$ cat config.mk
export PLATFORM = sky130hd
export DESIGN_NAME = crc8_frame_receiver_unit
export DESIGN_NICKNAME = d
export VERILOG_FILES = /design/src/rtl/crc8fr_pkg.sv /design/src/rtl/crc8fr_in_stage.sv /design/src/rtl/crc8fr_deframer.sv /design/src/rtl/crc8fr_out_stage.sv /design/src/rtl/crc8_frame_receiver_unit.sv
export SDC_FILE = /design/constraint.sdc
export NUM_CORES = 1
export LEC_CHECK = 0
export ABC_AREA = 0
export BUFFER_PORTS_ARGS = -buffer_cell sky130_fd_sc_hd__buf_2
export CAP_MARGIN = 10
export CORE_UTILIZATION = 40
export CTS_CLUSTER_SIZE = 28
export DETAILED_ROUTE_END_ITERATION = 16
export HOLD_SLACK_MARGIN = 0.03
export PLACE_DENSITY_LB_ADDON = 0.2
export SYNTH_ARGS = -nofsm -noshare
export SYNTH_HDL_FRONTEND = slang
export SYNTH_SLANG_ARGS = --single-unit
$ cat constraint.sdc
create_clock -name clk -period 3 [get_ports clk]
set_input_delay 0.6 -clock clk [delete_from_list [all_inputs] [get_ports clk]]
set_output_delay 0.6 -clock clk [all_outputs]
set_load 0.1 [all_outputs]
$ cat src/rtl/crc8fr_pkg.sv
`timescale 1ns / 1ps

package crc8fr_pkg;

    localparam logic [7:0] SYNC_RESET = 8'hAA;
    localparam logic [7:0] CRC_POLY   = 8'h07;
    localparam logic [7:0] CRC_TOP    = 8'h80;

    typedef enum logic [2:0] {
        PH_HUNT    = 3'd0,
        PH_INSTR   = 3'd1,
        PH_LEN     = 3'd2,
        PH_PAYLOAD = 3'd3,
        PH_CRC     = 3'd4
    } phase_t;

    typedef enum logic [1:0] {
        KIND_PAYLOAD   = 2'd0,
        KIND_ACCEPTED  = 2'd1,
        KIND_MISMATCH  = 2'd2,
        KIND_HEARTBEAT = 2'd3
    } kind_t;

    typedef struct packed {
        kind_t      kind;
        logic [7:0] instruction;
        logic [7:0] data_byte;
        logic [7:0] byte_index;
        logic [7:0] frame_length;
    } result_t;

    // crc-8, msb first, one byte per call
    function automatic logic [7:0] crc8_step(input logic [7:0] crc, input logic [7:0] b);
        logic [7:0] c;
        c = crc ^ b;
        for (int k = 0; k < 8; k++)
        begin
            if ((c & CRC_TOP) != 8'h00)
                c = {c[6:0], 1'b0} ^ CRC_POLY;
            else
                c = {c[6:0], 1'b0};
        end
        return c;
    endfunction

endpackage

$ cat src/rtl/crc8fr_in_stage.sv
`timescale 1ns / 1ps

module crc8fr_in_stage import crc8fr_pkg::*;
(
    input  logic       clk,
    input  logic       rst_n,
    input  logic       in_valid,
    output logic       in_ready,
    input  logic [7:0] link_byte,
    input  logic       step,
    output logic       full,
    output logic [7:0] byte_out
);

    logic       full_reg;
    logic       full_next;
    logic [7:0] byte_reg;

    // a new beat can land when the stage is empty or drains this cycle
    assign in_ready = !full_reg || step;

    always_comb
    begin
        full_next = full_reg;
        if (in_valid && in_ready)
            full_next = 1'b1;
        else if (step)
            full_next = 1'b0;
    end

    always_ff @(posedge clk or negedge rst_n)
    begin
        if (!rst_n)
            full_reg <= 1'b0;
        else
            full_reg <= full_next;
    end

    always_ff @(posedge clk)
    begin
        if (in_valid && in_ready)
            byte_reg <= link_byte;
    end

    assign full     = full_reg;
    assign byte_out = byte_reg;

endmodule

$ cat src/rtl/crc8fr_deframer.sv
`timescale 1ns / 1ps

module crc8fr_deframer import crc8fr_pkg::*;
(
    input  logic       clk,
    input  logic       rst_n,
    input  logic       step,
    input  logic [7:0] byte_in,
    input  logic [7:0] sync_value,
    output logic       res_valid,
    output result_t    res
);

    phase_t     phase_reg, phase_next;
    logic [7:0] instr_reg, instr_next;
    logic [7:0] len_reg, len_next;
    logic [7:0] seen_reg, seen_next;
    logic [7:0] crc_reg, crc_next;
    logic [7:0] crc_upd;
    logic [7:0] seen_inc;

    assign crc_upd  = crc8_step(crc_reg, byte_in);
    assign seen_inc = seen_reg + 8'd1;

    always_comb
    begin
        phase_next       = phase_reg;
        instr_next       = instr_reg;
        len_next         = len_reg;
        seen_next        = seen_reg;
        crc_next         = crc_reg;
        res_valid        = 1'b0;
        res.kind         = KIND_PAYLOAD;
        res.instruction  = instr_reg;
        res.data_byte    = byte_in;
        res.byte_index   = 8'd0;
        res.frame_length = len_reg;
        case (phase_reg)
            PH_INSTR:
            begin
                instr_next = byte_in;
                crc_next   = crc_upd;
                phase_next = PH_LEN;
            end
            PH_LEN:
            begin
                len_next   = byte_in;
                crc_next   = crc_upd;
                seen_next  = 8'd0;
                phase_next = (byte_in != 8'd0) ? PH_PAYLOAD : PH_CRC;
            end
            PH_PAYLOAD:
            begin
                crc_next       = crc_upd;
                res_valid      = 1'b1;
                res.byte_index = seen_reg;
                seen_next      = seen_inc;
                if (seen_inc == len_reg)
                    phase_next = PH_CRC;
            end
            PH_CRC:
            begin
                res_valid = 1'b1;
                if (byte_in != crc_reg)
                    res.kind = KIND_MISMATCH;
                else if (instr_reg == 8'd0 && len_reg == 8'd0)
                    res.kind = KIND_HEARTBEAT;
                else
                    res.kind = KIND_ACCEPTED;
                phase_next = PH_HUNT;
            end
            default:
            begin
                phase_next = PH_HUNT;
                if (byte_in == sync_value)
                begin
                    crc_next   = crc8_step(8'h00, byte_in);
                    phase_next = PH_INSTR;
                end
            end
        endcase
    end

    always_ff @(posedge clk or negedge rst_n)
    begin
        if (!rst_n)
        begin
            phase_reg <= PH_HUNT;
            instr_reg <= 8'd0;
            len_reg   <= 8'd0;
            seen_reg  <= 8'd0;
            crc_reg   <= 8'd0;
        end
        else if (step)
        begin
            phase_reg <= phase_next;
            instr_reg <= instr_next;
            len_reg   <= len_next;
            seen_reg  <= seen_next;
            crc_reg   <= crc_next;
        end
    end

endmodule

$ cat src/rtl/crc8fr_out_stage.sv
`timescale 1ns / 1ps

module crc8fr_out_stage import crc8fr_pkg::*;
(
    input  logic    clk,
    input  logic    rst_n,
    input  logic    load,
    input  result_t res_in,
    input  logic    out_ready,
    output logic    out_valid,
    output logic    can_load,
    output result_t res_out
);

    logic    valid_reg;
    logic    valid_next;
    result_t res_reg;

    assign can_load = !valid_reg || out_ready;

    always_comb
    begin
        valid_next = valid_reg;
        if (load)
            valid_next = 1'b1;
        else if (out_ready)
            valid_next = 1'b0;
    end

    always_ff @(posedge clk or negedge rst_n)
    begin
        if (!rst_n)
            valid_reg <= 1'b0;
        else
            valid_reg <= valid_next;
    end

    always_ff @(posedge clk)
    begin
        if (load)
            res_reg <= res_in;
    end

    assign out_valid = valid_reg;
    assign res_out   = res_reg;

endmodule

$ cat src/rtl/crc8_frame_receiver_unit.sv
`timescale 1ns / 1ps

// Sync/length/CRC-8 frame receiver. One link byte is taken per beat and the
// block sustains one byte per clock unless out_ready holds the output stage:
// a byte waits in the input register, the phase step and byte-wide CRC update
// (poly 0x07, init 0, over sync, instruction, length and payload) run as it
// steps out, and any result goes to the output register and is offered from
// there. Payload bytes give one result each, the CRC byte the frame report
// (accepted, crc mismatch, or heartbeat for instruction 0 / length 0); sync,
// instruction and length bytes give none. sync_value must be written through
// cfg_we/cfg_wdata while the block is idle; the block does not enforce this.
module crc8_frame_receiver_unit import crc8fr_pkg::*;
(
    input  logic       clk,
    input  logic       rst_n,
    input  logic       cfg_we,
    input  logic [7:0] cfg_wdata,
    input  logic       in_valid,
    output logic       in_ready,
    input  logic [7:0] link_byte,
    output logic       out_valid,
    input  logic       out_ready,
    output logic [1:0] kind,
    output logic [7:0] instruction,
    output logic [7:0] data_byte,
    output logic [7:0] byte_index,
    output logic [7:0] frame_length
);

    logic [7:0] sync_reg;
    logic       in_full;
    logic [7:0] cur_byte;
    logic       step;
    logic       can_load;
    logic       res_valid;
    result_t    res;
    result_t    res_out;

    always_ff @(posedge clk or negedge rst_n)
    begin
        if (!rst_n)
            sync_reg <= SYNC_RESET;
        else if (cfg_we)
            sync_reg <= cfg_wdata;
    end

    assign step = in_full && can_load;

    crc8fr_in_stage u_in (
        .clk       (clk),
        .rst_n     (rst_n),
        .in_valid  (in_valid),
        .in_ready  (in_ready),
        .link_byte (link_byte),
        .step      (step),
        .full      (in_full),
        .byte_out  (cur_byte)
    );

    crc8fr_deframer u_deframer (
        .clk        (clk),
        .rst_n      (rst_n),
        .step       (step),
        .byte_in    (cur_byte),
        .sync_value (sync_reg),
        .res_valid  (res_valid),
        .res        (res)
    );

    crc8fr_out_stage u_out (
        .clk       (clk),
        .rst_n     (rst_n),
        .load      (step && res_valid),
        .res_in    (res),
        .out_ready (out_ready),
        .out_valid (out_valid),
        .can_load  (can_load),
        .res_out   (res_out)
    );

    assign kind         = res_out.kind;
    assign instruction  = res_out.instruction;
    assign data_byte    = res_out.data_byte;
    assign byte_index   = res_out.byte_index;
    assign frame_length = res_out.frame_length;

`ifndef SYNTHESIS
    // a held byte must move whenever the result register has room
    a_no_idle_stall: assert property (@(posedge clk) disable iff (!rst_n)
        (in_full && (!out_valid || out_ready)) |-> step)
        else $error("input byte held although output stage can load");

    a_step_needs_byte: assert property (@(posedge clk) disable iff (!rst_n)
        step |-> in_full)
        else $error("deframer stepped without a byte");

    a_end_index_zero: assert property (@(posedge clk) disable iff (!rst_n)
        (out_valid && kind != KIND_PAYLOAD) |-> byte_index == 8'd0)
        else $error("frame report with nonzero index");

    a_heartbeat_hdr: assert property (@(posedge clk) disable iff (!rst_n)
        (out_valid && kind == KIND_HEARTBEAT) |->
            (instruction == 8'd0 && frame_length == 8'd0))
        else $error("heartbeat report with nonzero header");
`endif

endmodule

==> impl_metrics.py, run 1 <==
metrics = {
    "floorplanning": {
        "die_w_um": 105,
        "die_y_um": 105,
        "rows": 37,
        "core_sq_mm": 0.0104,
        "pin_count": 57,
        "start_util_pct": 41.3,
        "dieArea_sq_mm": 0.0111,
    },
    "synth": {
        "synth_flop_cell": "edfxtp_1",
        "async_flop_share_pct": 51.7,
        "yosysWarnings": 0,
        "synth.avg_cell_area_sq_um": 12.2,
        "ys_types": 57,
        "syn_inst": 351,
        "syn_nets": 379,
        "synth_edf_count": 42,
        "synthesis.area_sq_mm": 0.00428,
        "yosysSeqAreaShare_pct": 55.9,
        "synth_seq_cells": 87,
    },
    "sta": {
        "fmax_mhz": 441,
        "worst_slew_pin_slew_ns": 1.04,
        "finalHoldViolCount": 0,
        "fin_tns_setup_ns": 0,
        "fin_crit_sh_pct": 75.5,
        "skew_ns": 0.0161,
        "maxSlewHeadroom_pct": 30.7,
        "finalSetupViolations": 0,
        "slew_violations": 0,
        "period_needed_ns": 2.27,
        "rsz0062_at_grt": "no",
        "hold_slack_ns": 0.412,
    },
    "worst_setup_path": {
        "r2r_slack_ns": 0.73,
        "critPathKind": "register to register",
        "crit_start": "u_deframer.seen_reg[0]",
        "r2r_end": "u_deframer.phase_reg[2]",
        "crit_end": "u_deframer.phase_reg[2]",
        "required_ns": 3.29,
        "r2r.worst_path.cells": 6,
        "crit_arrival_ns": 2.55,
        "cp-end-kind": "register",
        "regToRegStartpoint": "u_deframer.seen_reg[0]",
        "worst-path-max-fanout": 9,
        "critPathLaunchType": "register",
    },
    "route": {
        "wire_per_inst_um": 16.8,
        "first_pass_iters": 4,
        "via_per_inst": 5.26,
        "via_count": 2880,
        "wirelength_um": 9200,
        "drc": 0,
        "drtAntennaViolNets": 0,
        "drtIter0Drc": 140,
    },
    "layout": {
        "diodes": 0,
        "stdcell_area_sq_mm": 0.00488,
        "fin_nets": 435,
        "fin_cells": 548,
        "layout-drive-gt1-share_pct": 27.4,
        "n_fill_cell": 982,
        "largest_reg_flops": 34,
        "syn_to_final_growth_pct": 13.9,
    },
    "place": {
        "hpwl_um": 6640,
        "place_congestion": 0.867,
        "placed_area_sq_mm": 0.00469,
        "port_buffers": 56,
        "dp_cells": 532,
    },
    "flow_run": {
        "maxCapViolCount": 0,
    },
    "clock_network": {
        "cts_root_buf": "clkbuf_8",
        "cts.clk_slew.worst_paths_ns": 0.09,
        "hold_buffers": 0,
        "clk_latency_ns": 0.36,
        "cts_made_buffers": 9,
        "cts_tree": "done",
        "cts_setup_buffers": 0,
        "clk_path_buf_depth": 2,
        "cts-resized-gates": 0,
        "htreeDepth": 3,
        "cts.sinks": 87,
    },
    "min_path": {
        "hold_path.class": "primary input to async pin",
    },
    "global_route": {
        "grt_max_degree": 46,
        "grt.overflow.total": 0,
        "antenna_found_initial": 0,
        "grt_usage_pct": 18.1,
        "grt_pass1_wl_um": 15300,
        "first_global_vias": 2917,
    },
    "outcome": {
        "status": "finished clean",
    },
}
-- synth_stat cells (all sizes together), types with 2 or more instances --
| cell type | instances | area [sq um] |
|---|---|---|
| o21ai | 21 | 105 |
| and2 | 9 | 58.8 |
| xor2 | 9 | 78.8 |
| o211a | 2 | 20.0 |
| nand2 | 19 | 71.3 |
| buf | 11 | 76.3 |
| a2111oi | 2 | 23.8 |
| o31ai | 3 | 27.5 |
| edfxtp | 42 | 1260 |
| a21oi | 7 | 35.0 |
| nand2b | 5 | 31.3 |
| ha | 7 | 87.6 |
| nor4 | 4 | 25.0 |
| nor3b | 2 | 15.0 |
| o211ai | 2 | 15.0 |
| or3 | 3 | 18.8 |
| a22o | 4 | 35.0 |
| nand4b | 2 | 17.5 |
| inv | 10 | 37.5 |
| mux2 | 22 | 248 |
| a41o | 3 | 30.0 |
| or2 | 2 | 12.5 |
| xnor3 | 2 | 45.0 |
| nor2b | 5 | 31.3 |
| mux2i | 4 | 40.0 |
| dfstp | 4 | 105 |
| dfrtp | 41 | 1030 |
| xnor2 | 37 | 324 |
| a31oi | 2 | 12.5 |
| nand4 | 5 | 31.3 |
| o22ai | 2 | 12.5 |
| nor3 | 8 | 40.0 |
| clkbuf | 6 | 26.3 |
| nor2 | 20 | 77.6 |
| nand3 | 10 | 62.6 |
-- cell usage in the layout, fill, tap and decap left out, types with 7 or more instances in the layout --
cell,Yosys,routed
edfxtp_1,42,42
inv_1,10,10
mux2_2,22,22
nand3_1,9,9
xor2_1,9,9
and2_1,7,7
nand2_1,19,19
buf_2,7,56
clkbuf_8,0,9
o21ai_0,21,21
dfrtp_1,41,41
ha_1,7,7
nor2_1,19,19
xnor2_1,37,37
nor3_1,8,8
-- layout make-up --
class / count / area (sq um) / share of cell area [%]
Clock inverter: 4 / 55.1 / 1.13
Inverter: 10 / 37.5 / 0.770
Clock buffer: 12 / 135 / 2.77
Multi-Input combinational cell: 237 / 1760 / 36.1
Sequential cell: 87 / 2390 / 49.1
Tap cell: 136 / 170 / 3.49
Timing Repair Buffer: 62 / 325 / 6.67
-- stage by stage --
stage,util (%),setup slack (ns)
2_1_floorplan,-,0.374
3_3_place_gp,45.2,0.783
3_5_place_dp,45.2,0.752
4_1_cts,47.0,0.735
5_1_grt,47.0,0.580
6_report,47.0,0.734
-- critical path: stages (launching register included) --
cell and delay, ns:
dfrtp_1 0.51, ha_1 0.38, nand3_4 0.13, or3_1 0.40
a2111oi_2 0.37, o211a_1 0.23, a41o_1 0.17
-- kinds of logic after synthesis --
logic type               after synthesis  synth area share, %
XOR/XNOR                              48                 10.5
adder cells (fa/ha/maj)                7                 2.05
flip-flops                            87                 55.9
buffers and inverters                 27                 3.27
AND/OR/NAND/NOR                       99                 12.5
multiplexers                          26                 6.72
AO/OA/AOI/OAI                         57                 9.15
-- routing by layer --
layer	global-route usage (%)	vias up	part of all wire [%]
li1	-	1372	-
met1	24.0	1420	46
met2	29.0	72	47
met3	4.64	16	4.4
met4	6.24	0	2.1
met5	0	-	0
-- worst min path at each step --
| stage | slack, ns | to | startpoint |
|---|---|---|---|
| 2_1_floorplan | 0.30 | sync_reg[0] | rst_n |
| 3_3_place_gp | 0.46 | u_out.res_out[24] | u_deframer.instr_reg[0] |
| 3_5_place_dp | 0.46 | u_out.res_out[31] | u_deframer.instr_reg[7] |
| 4_1_cts | 0.40 | u_in.byte_out[0] | link_byte[0] |
| 5_1_grt | 0.39 | u_in.byte_out[2] | link_byte[2] |
| 6_report | 0.41 | u_deframer.seen_reg[3] | rst_n |
Power of run 1 is not shown: default switching activity piles up to over one toggle a cycle in this logic, so the estimate is an artifact.
==> inputs of run 2 (changes only) <==
ABC_AREA = 1   (was 0)
clock period = 2 ns   (was 3 ns; I/O delays follow)
==> run 2 against run 1 <==
Synthesized cell count is 17% higher; register-to-register slack worse by 0.51 ns; via count is 2.8% higher; wire length is 7.0% lower; cell area is 0.64% lower; sequential share of layout area is 0.34 points higher; maximum frequency is 27% higher; die area is 3.2% lower; worst setup slack worse by 0.51 ns; non-clock buffer count is 6 higher.
==> impl_metrics.py, run 2 <==
metrics = {
    "synth": {
        "synthesis.area_sq_mm": 0.00414,
        "synth_top_family_by_area": "simple AND/OR/NAND/NOR gates",
        "syn_inst": 412,
        "synth_seq_cells": 87,
        "synth_fa_ha_area_share_pct": 2.12,
        "synth_compound_area_share_pct": 5.71,
        "yosys.cell_count.top_type": "nand2_1",
        "synth_top_area_share_pct": 30.5,
        "synth_mux_area_share_pct": 1.63,
        "synth_flop_cell": "edfxtp_1",
        "yosysWarnings": 0,
        "synth_xor_area_share_pct": 8.55,
        "async_flop_share_pct": 51.7,
        "ys_types": 35,
        "synth.largest_area_cell": "edfxtp_1",
        "synth_edf_count": 42,
        "yosys.area_share.simple_pct": 18.6,
        "synth.avg_cell_area_sq_um": 10.0,
        "ys_top_cells_by_area": "edfxtp_1, dfrtp_1, nand2_1, xnor2_1, inv_1",
        "synthTopCellsByCount": "nand2_1, edfxtp_1, inv_1",
        "yosysSeqAreaShare_pct": 57.8,
        "syn_nets": 440,
    },
    "clock_network": {
        "clk_path_buf_depth": 2,
        "cts_setup_buffers": 0,
        "cts.sinks": 87,
        "htreeDepth": 3,
        "cts.clk_slew.worst_paths_ns": 0.09,
        "cts_root_buf": "clkbuf_8",
        "cts_tree": "done",
        "clk_latency_ns": 0.37,
        "cts_made_buffers": 9,
    },
    "route": {
        "via_count": 2960,
        "wirelength_um": 8560,
        "drtIter0Drc": 102,
        "wl_met2_um": 4120,
        "wire_per_inst_um": 13.8,
        "drtAntennaViolNets": 0,
        "first_pass_iters": 4,
        "via_per_inst": 4.78,
        "routed.top_layer": "met4",
        "drc": 0,
        "wl_met3_um": 214,
        "wl_met1_um": 3950,
    },
    "min_path": {
        "hold_path.class": "primary input to register",
    },
    "layout": {
        "largest_reg_flops": 34,
        "layout.area.seq_sq_mm": 0.00239,
        "diodes": 0,
        "layout-drive-gt1-share_pct": 23.5,
        "n_fill_cell": 946,
        "fin_nets": 509,
        "final_cell_mix": "nand2_1, buf_2, inv_1, edfxtp_1, dfrtp_1",
        "syn_to_final_growth_pct": 17.0,
        "multi_input_area_sq_mm": 0.00153,
        "stdcell_area_sq_mm": 0.00484,
        "mostFrequentLayoutCell": "nand2_1",
    },
    "floorplanning": {
        "pin_count": 57,
        "start_util_pct": 41.8,
        "core_sq_mm": 0.00991,
        "die_w_um": 104,
        "rows": 36,
        "die_y_um": 104,
        "dieArea_sq_mm": 0.0108,
    },
    "sta": {
        "fin_crit_sh_pct": 88.9,
        "maxSlewHeadroom_pct": 66.4,
        "fin_tns_setup_ns": 0,
        "setup_slack_ns": 0.222,
        "rsz0062_at_grt": "no",
        "worst_slew_pin_slew_ns": 0.504,
        "fmax_mhz": 562,
        "period_needed_ns": 1.78,
        "finalSetupViolations": 0,
        "skew_ns": 0.0129,
        "slew_violations": 0,
        "finalHoldViolCount": 0,
    },
    "flow_run": {
        "maxCapViolCount": 0,
    },
    "place": {
        "port_buffers": 56,
        "placed_area_sq_mm": 0.00464,
        "hpwl_um": 6400,
        "place_congestion": 0.881,
        "place_ws_ns": 0.225,
    },
    "worst_setup_path": {
        "cpLargestDelayFamily": "XOR/XNOR gates",
        "timing.critical_path.cells": "xnor2_1 -> ha_1 -> xor2_1 -> nand2_1 -> o211ai_1 -> nand2_1",
        "cp-end-kind": "register",
        "critPathKind": "register to register",
        "critPathLaunchType": "register",
        "crit_arrival_ns": 2.03,
        "cpPeakStageDelay_ns": 0.53,
        "cp_num_buf_inv": 0,
        "required_ns": 2.26,
        "worst-path-max-fanout": 6,
        "cp_common_cell": "nand2_1",
        "slowest_stage": "edfxtp_1",
    },
    "power": {
        "leakage_nw": 2.14,
        "powerDensity_mw_per_mm2": 1410,
        "ir_worst_vdd_uv": 670,
    },
    "outcome": {
        "status": "finished clean",
    },
    "global_route": {
        "antenna_found_initial": 0,
        "first_global_vias": 2907,
        "grt.overflow.total": 0,
        "grt_max_degree": 25,
        "grt_usage_pct": 17.3,
        "grt_pass1_wl_um": 14400,
    },
}
==> run 2: changes by cell type in the layout (fill, tap and decap cells not counted), moves of 7 or more <==
cell,before,now
and2_1,7,0
inv_1,10,42
mux2_2,22,6
nand2_1,19,104
nand3_1,9,23
nor2_1,19,26
nor3_1,8,1
xnor2_1,37,20
==> run 2: layout make-up <==
cell class | instances | share of cell area, %
timing repair buffer | 68 | 7.95
clock buffer | 11 | 3.15
clock inverter | 5 | 0.801
tap | 133 | 3.43
inverter | 45 | 3.59
multi-input combinational | 270 | 31.7
sequential | 87 | 49.4
==> run 2: kinds of logic (layout without fill, tap and decap cells) <==
kind of cell,Yosys count,after routing
AO/OA/AOI/OAI,44,44
XOR/XNOR,37,37
adder cells (fa/ha/maj),7,7
buffers and inverters,55,129
flip-flops,87,87
multiplexers,6,6
AND/OR/NAND/NOR,176,176
==> run 2: worst paths after layout <==
check	startpoint	endpoint	slack, ns	cells after the start
max in group asynchronous	rst_n	sync_reg[1]	0.84	3
hold reg to reg	u_deframer.instr_reg[0]	u_out.res_out[24]	0.49	0
setup reg to reg	u_in.byte_out[4]	u_deframer.crc_reg[5]	0.22	6
hold / removal	link_byte[4]	u_in.byte_out[4]	0.21	1
setup / recovery	u_in.byte_out[4]	u_deframer.crc_reg[5]	0.22	6
min in group asynchronous	rst_n	u_deframer.crc_reg[4]	0.53	2
==> run 2: metal layers <==
metal / vias to the layer above / global-route usage [%]
met3: 17 / 2.45
met5: - / 0
met1: 1407 / 21.8
li1: 1483 / -
met4: 0 / 9.18
met2: 53 / 29.1
==> run 2: metrics by stage <==
| stage | total power (W) | hold WS (ns) | util [%] | instances |
|---|---|---|---|---|
| after floorplan | 0.00507 | 0.104 | - | 412 |
| after global placement | 0.00567 | 0.393 | 46.9 | 602 |
| after detailed placement | 0.00571 | 0.391 | 46.9 | 602 |
| after CTS | 0.00691 | 0.199 | 48.9 | 619 |
| after global routing | 0.00735 | 0.205 | 48.9 | 619 |
| final | 0.00685 | 0.211 | 48.9 | 619 |
==> run 2: power by group <==
group	total, W	internal [W]	switching (W)
combinational	0.00291	0.000940	0.00197
clock	0.00118	0.000536	0.000646
sequential	0.00275	0.00238	0.000378
total	0.00685	0.00385	0.00300
==> run 2: timing repair <==
action,CTS,global route
gates resized for setup,0,0
hold buffers,1,0
endpoints found under the hold margin,16,0
Note: power is estimated with default switching activity, not from simulation.
